### src/rtl/asc_pkg.sv
// ----------------------------------------------------------------------------
// asc_pkg: shared types and constants for the aux switch change scheduler
// Item layouts, quantizer divisors and the quantizer function.
// ----------------------------------------------------------------------------
`default_nettype none

package asc_pkg;

  localparam int IN_CH            = 8;
  localparam int RAW_W            = 11;
  localparam int STATE_W          = 3;
  localparam int IDX_W            = 4;
  localparam int ARM_W            = 3;
  localparam int FIRST_W          = 2;
  localparam int DIV_3BIT         = 300;
  localparam int DIV_2BIT         = 819;
  localparam int MAX_3BIT         = 7;
  localparam int MAX_2BIT         = 3;
  localparam int SWITCH_COUNT_DEF = 8;

  typedef struct packed {
    logic [RAW_W-1:0] switch_ch7;
    logic [RAW_W-1:0] switch_ch6;
    logic [RAW_W-1:0] switch_ch5;
    logic [RAW_W-1:0] switch_ch4;
    logic [RAW_W-1:0] switch_ch3;
    logic [RAW_W-1:0] switch_ch2;
    logic [RAW_W-1:0] switch_ch1;
    logic [RAW_W-1:0] switch_ch0;
  } in_item_t;

  typedef struct packed {
    logic [IDX_W-1:0]   sent_index;
    logic [STATE_W-1:0] sent_value;
    logic [FIRST_W-1:0] first_value;
    logic               armed;
  } out_item_t;

  // threshold compares against constant multiples, capped at the mode maximum
  function automatic logic [STATE_W-1:0] quantize(input logic [RAW_W-1:0] raw,
                                                  input logic three_bit);
    logic [STATE_W-1:0] q;
    q = '0;
    for (int k = 1; k <= MAX_3BIT; k++) begin
      if (three_bit) begin
        if (int'(raw) >= k * DIV_3BIT) q = STATE_W'(k);
      end else if (k <= MAX_2BIT) begin
        if (int'(raw) >= k * DIV_2BIT) q = STATE_W'(k);
      end
    end
    return q;
  endfunction

endpackage

`default_nettype wire

### src/rtl/aux_switch_change_scheduler.sv
// ----------------------------------------------------------------------------
// aux_switch_change_scheduler: picks one aux switch per frame to send
// Path: an accepted item sits in the input register, then moves to the result register.
// Throughput: one item per cycle unless out_ready stalls; one combinational update pass.
// Reset (rst_n low, synchronous): switch states, change bitmap, rotate
// pointer, arm_switch and both valid flags clear.
// ----------------------------------------------------------------------------
`default_nettype none

module aux_switch_change_scheduler #(
  parameter int SWITCH_COUNT = asc_pkg::SWITCH_COUNT_DEF
) (
  input  wire logic                       clk,
  input  wire logic                       rst_n,
  input  wire logic                       in_valid,
  output logic                            in_ready,
  input  wire asc_pkg::in_item_t          in_data,
  output logic                            out_valid,
  input  wire logic                       out_ready,
  output asc_pkg::out_item_t              out_data,
  input  wire logic                       cfg_wr_en,
  input  wire logic [asc_pkg::ARM_W-1:0]  cfg_wr_data
);

  localparam int IN_CH   = asc_pkg::IN_CH;
  localparam int STATE_W = asc_pkg::STATE_W;
  localparam int IDX_W   = asc_pkg::IDX_W;
  localparam int RAW_W   = asc_pkg::RAW_W;
  localparam int ACTIVE  = (SWITCH_COUNT < IN_CH) ? SWITCH_COUNT : IN_CH;
  localparam bit SMALL   = (SWITCH_COUNT <= 5);
  localparam bit THREE   = (SWITCH_COUNT >= 6) && (SWITCH_COUNT <= 8);
  localparam logic [IN_CH-1:0]  ACT_MASK = IN_CH'((1 << ACTIVE) - 1);
  localparam logic [IDX_W-1:0]  LAST_IDX = IDX_W'(SWITCH_COUNT - 1);

  logic                  s1_valid_r;
  asc_pkg::in_item_t     s1_data_r;
  logic                  out_valid_r;
  asc_pkg::out_item_t    out_data_r, out_data_nxt;
  logic [STATE_W-1:0]    states_r [IN_CH];
  logic [STATE_W-1:0]    states_nxt [IN_CH];
  logic [IN_CH-1:0]      mask_r, mask_nxt;
  logic [IDX_W-1:0]      ptr_r, ptr_nxt;
  logic [asc_pkg::ARM_W-1:0] arm_r;

  logic                  s1_go;
  logic [RAW_W-1:0]      raw [IN_CH];
  logic [IN_CH-1:0]      pending;
  logic                  found;
  logic [IDX_W-1:0]      pick;
  logic [IDX_W-1:0]      ptr_inc;
  logic [STATE_W-1:0]    pick_value;

  assign s1_go     = s1_valid_r && (!out_valid_r || out_ready);
  assign in_ready  = !s1_valid_r || s1_go;
  assign out_valid = out_valid_r;
  assign out_data  = out_data_r;

  assign raw[0] = s1_data_r.switch_ch0;
  assign raw[1] = s1_data_r.switch_ch1;
  assign raw[2] = s1_data_r.switch_ch2;
  assign raw[3] = s1_data_r.switch_ch3;
  assign raw[4] = s1_data_r.switch_ch4;
  assign raw[5] = s1_data_r.switch_ch5;
  assign raw[6] = s1_data_r.switch_ch6;
  assign raw[7] = s1_data_r.switch_ch7;

  always_comb begin
    pending = mask_r;
    for (int i = 0; i < IN_CH; i++) begin
      states_nxt[i] = states_r[i];
      if (i < ACTIVE) begin
        states_nxt[i] = asc_pkg::quantize(raw[i], THREE);
        if (states_nxt[i] != states_r[i]) pending[i] = 1'b1;
      end
    end
    pending = pending & ACT_MASK;
    if (SMALL) pending[0] = 1'b0;

    // lowest pending switch wins
    found = 1'b0;
    pick  = '0;
    for (int i = IN_CH - 1; i >= 0; i--) begin
      if (pending[i]) begin
        found = 1'b1;
        pick  = IDX_W'(i);
      end
    end

    ptr_inc = (ptr_r == LAST_IDX) ? '0 : ptr_r + 1'b1;
    if (SMALL && ptr_inc == '0) ptr_inc = IDX_W'(1);

    if (found) begin
      mask_nxt = pending & ~(IN_CH'(1) << pick);
      ptr_nxt  = ptr_r;
    end else begin
      pick     = ptr_r;
      mask_nxt = '0;
      ptr_nxt  = ptr_inc;
    end

    // switches beyond the input channels always read as zero
    pick_value = '0;
    for (int i = 0; i < IN_CH; i++) begin
      if (pick == IDX_W'(i)) pick_value = states_nxt[i];
    end

    out_data_nxt.sent_index  = pick;
    out_data_nxt.sent_value  = pick_value;
    out_data_nxt.first_value = SMALL ? states_nxt[0][asc_pkg::FIRST_W-1:0] : '0;
    out_data_nxt.armed       = (states_nxt[arm_r] != '0);
  end

  always_ff @(posedge clk) begin
    if (!rst_n) begin
      s1_valid_r  <= 1'b0;
      out_valid_r <= 1'b0;
      mask_r      <= '0;
      ptr_r       <= '0;
      arm_r       <= '0;
      for (int i = 0; i < IN_CH; i++) states_r[i] <= '0;
    end else begin
      if (cfg_wr_en) arm_r <= cfg_wr_data;
      if (in_valid && in_ready) begin
        s1_valid_r <= 1'b1;
      end else if (s1_go) begin
        s1_valid_r <= 1'b0;
      end
      if (s1_go) begin
        out_valid_r <= 1'b1;
        mask_r      <= mask_nxt;
        ptr_r       <= ptr_nxt;
        for (int i = 0; i < IN_CH; i++) states_r[i] <= states_nxt[i];
      end else if (out_ready) begin
        out_valid_r <= 1'b0;
      end
    end
  end

  always_ff @(posedge clk) begin
    if (in_valid && in_ready) s1_data_r <= in_data;
    if (s1_go) out_data_r <= out_data_nxt;
  end

`ifndef ASSERT_OFF
  a_index_range: assert property (@(posedge clk) disable iff (!rst_n)
    out_valid_r |-> (out_data_r.sent_index <= LAST_IDX))
    else $error("sent index beyond switch count");

  a_ptr_range: assert property (@(posedge clk) disable iff (!rst_n)
    s1_go |=> (ptr_r <= LAST_IDX))
    else $error("rotate pointer beyond switch count");

  a_mask_active: assert property (@(posedge clk) disable iff (!rst_n)
    s1_go |=> ((mask_r & ~ACT_MASK) == '0))
    else $error("change bit set for inactive switch");

  a_small_bit0: assert property (@(posedge clk) disable iff (!rst_n)
    (SMALL && s1_go) |=> !mask_r[0])
    else $error("switch 0 marked changed in small mode");

  a_advance: assert property (@(posedge clk) disable iff (!rst_n)
    (s1_valid_r && !out_valid_r) |=> out_valid_r)
    else $error("item did not reach result register");
`endif

endmodule

`default_nettype wire

### config.mk
export PLATFORM = sky130hd
export DESIGN_NAME = aux_switch_change_scheduler
export DESIGN_NICKNAME = d
export VERILOG_FILES = /design/src/rtl/asc_pkg.sv /design/src/rtl/aux_switch_change_scheduler.sv
export SDC_FILE = /design/constraint.sdc
export NUM_CORES = 1
export LEC_CHECK = 0
export ABC_AREA = 1
export BUFFER_PORTS_ARGS = -buffer_cell sky130_fd_sc_hd__buf_4
export CORE_UTILIZATION = 57
export CTS_CLUSTER_SIZE = 14
export DETAILED_ROUTE_END_ITERATION = 10
export GPL_TIMING_DRIVEN = 0
export PLACE_DENSITY_LB_ADDON = 0.3
export SLEW_MARGIN = 0
export SYNTH_ARGS = -nofsm -noshare
export SYNTH_HDL_FRONTEND = slang
export SYNTH_SLANG_ARGS = --single-unit
### constraint.sdc
create_clock -name clk -period 2.8 [get_ports clk]
set_input_delay 0.42 -clock clk [delete_from_list [all_inputs] [get_ports clk]]
set_output_delay 0.42 -clock clk [all_outputs]
set_load 0.05 [all_outputs]
**Word-level counts from Yosys, hierarchy flattened**

Memories as Yosys holds them, arrays and structs flattened.
Cells that the tools add are included.
Widths: inputs -> output; s select.

- Register bits: 113
- RAM bits: 24
- Bits of input ports: 96
- Memories: 1

- Add/sub/neg operators: 1
- Magnitude comparators: 49
- Equality and inequality tests: 16
- Shift-type cells: 1
- Multiplexer cells: 102
- Bitwise gates (word level): 12
- Reductions and logical operators: 11

Memories:

| name | words | bits a word | read ports | clocked after Yosys merged registers in | write ports | RTL line | source |
|---|---|---|---|---|---|---|---|
| states_r | 8 | 3 | 8 | 0 | 8 | aux_switch_change_scheduler.sv:39 | `logic [STATE_W-1:0] states_r [IN_CH];` |

Operator list:

| operator | count |
|---|---|
| $ge 11x11->1 const B | 24 |
| $ge 11x10->1 const B | 16 |
| $mux 3 | 58 |
| $ge 11x9->1 const B | 8 |
| $mux 4 | 9 |
| $mux 1 | 32 |
| $ne 3x3->1 | 8 |
| $eq 4x3->1 const B | 5 |
| $bmux 3 s3 | 1 |
| $and 8x8->8 | 1 |
| $eq 4x2->1 const B | 2 |
| $mux 8 | 1 |
| $not 8->8 | 1 |
| $or 1x1->1 | 8 |
| $shl 1x4->8 const A | 1 |
| $add 4x1->4 const B | 1 |
| $eq 4x1->1 const B | 1 |
| $ge 4x4->1 const B | 1 |
| $logic_not 4->1 | 1 |
| $not 3->4 | 1 |
| $reduce_bool 2->1 | 2 |
| $reduce_bool 3->1 | 1 |
| $logic_and 1x1->1 | 2 |
| $logic_not 1->1 | 2 |
| other kinds (4) | 5 |

**Longest topological paths before layout**

- Depth after elaboration: 27
- Mapped depth: 28
- Gate-level depth less buffers: 28

**Worst setup path after synthesis**

Ideal clock, no wire load.

- Path type: register -> register
- Start: register out_valid_r, in the netlist out_valid
- End: register s1_data_r (netlist bit raw[10]), enable pin
- Setup time: 0.426 ns
- Data arrival time: 2.561 ns
- Path slack: -0.187 ns
- Cell stages (with the launch flop): 4
- Buffers on the path: 0
- Path through: dfxtp_1 -> nand3_1 -> nand2_1 -> inv_1

- Word-level cells in the longest chain between the ends: 5

RTL lines:

| item | RTL line | source |
|---|---|---|
| from (decl) | aux_switch_change_scheduler.sv:37 | `logic out_valid_r;` |
| from (signal assigned) | aux_switch_change_scheduler.sv:116 | `out_valid_r <= 1'b0;` |
| from (signal assigned) | aux_switch_change_scheduler.sv:129 | `out_valid_r <= 1'b1;` |
| from (signal assigned) | aux_switch_change_scheduler.sv:134 | `out_valid_r <= 1'b0;` |
| $logic_not 1->1 | aux_switch_change_scheduler.sv:53 | `assign s1_go = s1_valid_r && (!out_valid_r \|\| out_ready);` |
| $logic_or 1x1->1 | aux_switch_change_scheduler.sv:53 |  |
| $logic_and 1x1->1 | aux_switch_change_scheduler.sv:53 |  |
| $logic_or 1x1->1 | aux_switch_change_scheduler.sv:54 | `assign in_ready = !s1_valid_r \|\| s1_go;` |
| named net in_ready | aux_switch_change_scheduler.sv:16 | `output logic in_ready,` |
| $logic_and 1x1->1 | aux_switch_change_scheduler.sv:140 | `if (in_valid && in_ready) s1_data_r <= in_data;` |
| to (signal assigned) | aux_switch_change_scheduler.sv:140 |  |
| to (decl) | aux_switch_change_scheduler.sv:36 | `asc_pkg::in_item_t s1_data_r;` |

The timed path passes the listed nets, and every way through them passes these cells.
A chain may end at the register's enable or synchronous reset.

==> impl_metrics.ini <==
[status]
status = finished with violations
violations = design-rule violations, negative setup slack

[timing]
slew_violations = 0
finalCritPeriodShare_pct = 106.1
fin_worst_skew_ns = 0.007906
rsz0062_at_grt = yes
tns_ns = -0.5263
setup_slack_ns = -0.1698
fin_crit_ns = 2.970
setup_viol = 4
tightest_slew_ns = 1.294
clock.fmax_mhz = 336.7
hold_ws_ns = 0.1750
maxSlewHeadroom_pct = 13.54
timing_hold_violations_final = 0

[worst_hold_path]
worstHoldStart = in_data[10]
whs_path_depth = 1
hold_end = raw[87]$_DFFE_PP_
hold_class = input port to register

[critical_path]
r2r_cells = 22
critPathArrivalTime_ns = 3.10
startpoint_type = register
critical_path_class = register to register
reg2reg_to = out_data[5]$_DFFE_PP_
critPathMaxFanout = 8
rrSetupSlack_ns = -0.17
cp.required_ns = 2.93
r2r-start = raw[29]$_DFFE_PP_
critPathCaptureType = register

[die]
initial_core_util_pct = 59.12
rows = 39
die_h_um = 111.3
io_pins = 108
die-area_um2 = 12380
dieWidth_um = 111.3
core_area_um2 = 11520

[detailed_routing]
detail_route.iter0.violations = 374
wl_um = 14480
post_drt_via_cell_ratio = 5.172
drtPass1Iterations = 8
drc_errors = 10
wl_per_cell_um = 12.66
num_vias = 5912
antenna_left = 0

[pwr]
switching_share_pct = 25.92
pwr-share-comb_pct = 16.1
power.switching_mw = 1.272
intPower_mw = 3.635
totalPowerFinal_mw = 4.907
clkPwrFrac_pct = 39.7
p_seq_share_pct = 44.2
power.density_nw_per_um2 = 568.6
irDropWorstVdd_v = 0.0007015
p_leak_nw = 4.060

[clocking]
root_buffer = clkbuf_16
clock_sinks = 121
cts_buffers = 17
cts_buffer_depth = 2
cts.clk_slew.worst_paths_ns = 0.05
h-tree-depth = 4
worstSkewPairLatency_ns = 0.42
cts_tree = yes

[global_routing]
grt_pass1_wl_um = 23580
grt_max_degree = 46
met3_usage_pct = 6.944
met1_usage_pct = 28.37
grt_pass1_vias = 5400
grt.overflow.total = 0
grt_antenna_before_repair = 0
use_met2_pct = 42.50
busiest_layer = met2
grt_use_total_pct = 24.40

[synth]
synthCells = 836
synthFlopType = edfxtp_1
synth-edff-count = 104
yosysUniqueCellTypes = 46
syn_area_per_cell_um2 = 8.143
ys_seq_elements = 121
netlist_area_um2 = 6808
ys_warn_count = 0
async_reset_ff_share_pct = 0
ys_seq_area_share_pct = 50.87

[placed_design]
place_area_um2 = 7680
dp_hpwl_um = 10100
place_inst = 1069
place.gp.congestion = 0.9601
port_buffers = 88
dpl_worst_slack_ns = -0.2969

[final_layout]
antenna_cells = 0
multiInputGateArea_um2 = 2849
final_cell_area_um2 = 8631
finish.utilization_pct = 74.95
drive_gt1_share_pct = 25.40
final_common_cell = nand2_1
final_cells = 1143
nets = 1084
ff_latch_area_um2 = 3463
syn2layout_area_growth_pct = 26.78
fillCellCount = 857
mostFrequentLayoutCells = nand2_1, inv_1, buf_4, edfxtp_1, nor2_1

[flow_run]
drv_cap = 0
worst max-delay path by stage:
stage / to / cells past startpoint / startpoint / slack [ns]
after CTS: out_data[3]$_DFFE_PP_ / 21 / raw[50]$_DFFE_PP_ / -0.11
after floorplan: raw[10]$_DFFE_PP_ / 3 / out_valid$_SDFFE_PN0P_ / 0.06
after global placement: out_data[5]$_DFFE_PP_ / 20 / raw[28]$_DFFE_PP_ / -0.26
final: out_data[5]$_DFFE_PP_ / 22 / raw[29]$_DFFE_PP_ / -0.17
after detailed placement: out_data[3]$_DFFE_PP_ / 22 / raw[28]$_DFFE_PP_ / -0.30
after global routing: out_data[5]$_DFFE_PP_ / 25 / raw[19]$_DFFE_PP_ / -0.42
kinds of logic after synthesis:
kind of cell / after synthesis / synth area share [%]
other: 1 / 0.05508
AND/OR/NAND/NOR: 464 / 31.94
AO/OA/AOI/OAI: 88 / 7.922
buffers and inverters: 161 / 9.024
adder cells (fa/ha/maj): 1 / 0.1838
flip-flops: 121 / 50.87
power groups by stage:
stage / clock network, mW / logic (mW) / registers [mW]
finish: 1.95 / 0.791 / 2.17
global route: 2.05 / 0.874 / 2.18
CTS: 1.97 / 0.763 / 2.17
detailed placement: 0 / 0.696 / 2.20
global placement: 0 / 0.680 / 2.20
floorplan: 0 / 0.455 / 2.22
final cells by class:
class | count | share of cell area [%]
buffer | 6 | 0.3479
clock inverter | 6 | 0.6089
inverter | 155 | 6.814
sequential | 121 | 40.13
multi-input combinational | 555 | 33.01
timing repair buffer | 131 | 11.58
tap | 143 | 2.073
clock buffer | 26 | 5.436
critical path: stages (launching register included):
cell      delay, ns
edfxtp_1       0.50
nor3_1         0.24
nand2_1        0.08
nand3b_1       0.09
nand2_1        0.06
nand2_1        0.05
nand2_1        0.04
nand2_1        0.15
nand2_1        0.12
nand2_1        0.08
nand3_1        0.13
nor2_2         0.17
nand2_1        0.06
nand2_1        0.09
nand2_2        0.10
nand2_4        0.09
inv_4          0.06
nand4_1        0.11
nor2_1         0.06
nor2_1         0.11
nand3_1        0.09
nand2_1        0.09
nand4_1        0.13
layer usage:
metal | up-vias | part of all wire, %
li1 | 3045 | -
met1 | 2679 | 42
met2 | 156 | 50
met3 | 32 | 5.3
met4 | 0 | 2.3
met5 | - | 0
flip-flops by register name (all words and copies together) (netlist names):
| signal | cells |
|---|---|
| states_r | 24 |
| ptr_r | 4 |
| out_valid | 1 |
| s1_valid_r | 1 |
| out_data | 8 |
| arm_r | 3 |
| mask_r | 8 |
| raw | 72 |
timing repair:
action / 4_1_cts / 5_1_grt
hold buffers: 0 / 0
setup endpoints to repair: 3 / 9
pin swaps: 29 / 14
resized for setup: 12 / 19
buffers inserted: 35 / 7
cells in the mapped netlist, drive strengths merged (2+ instances only):
library cell    n  area share [%]
o31ai           2            0.22
o32ai           3            0.39
o211ai          8             1.1
nor4            2            0.28
nand3b          5            0.55
clkbuf          4            0.22
or2             6            0.55
o22ai           2            0.28
o21ai          24             1.9
nand3          63             4.9
nor2          116             8.3
nand4          24             2.2
dfxtp          17             5.0
nor3           21             1.6
buf             2            0.22
edfxtp        104              46
inv           155             8.6
a21oi          40             3.1
a211oi          3            0.33
nand2         227              14
Power figures use the tool's default switching activity.
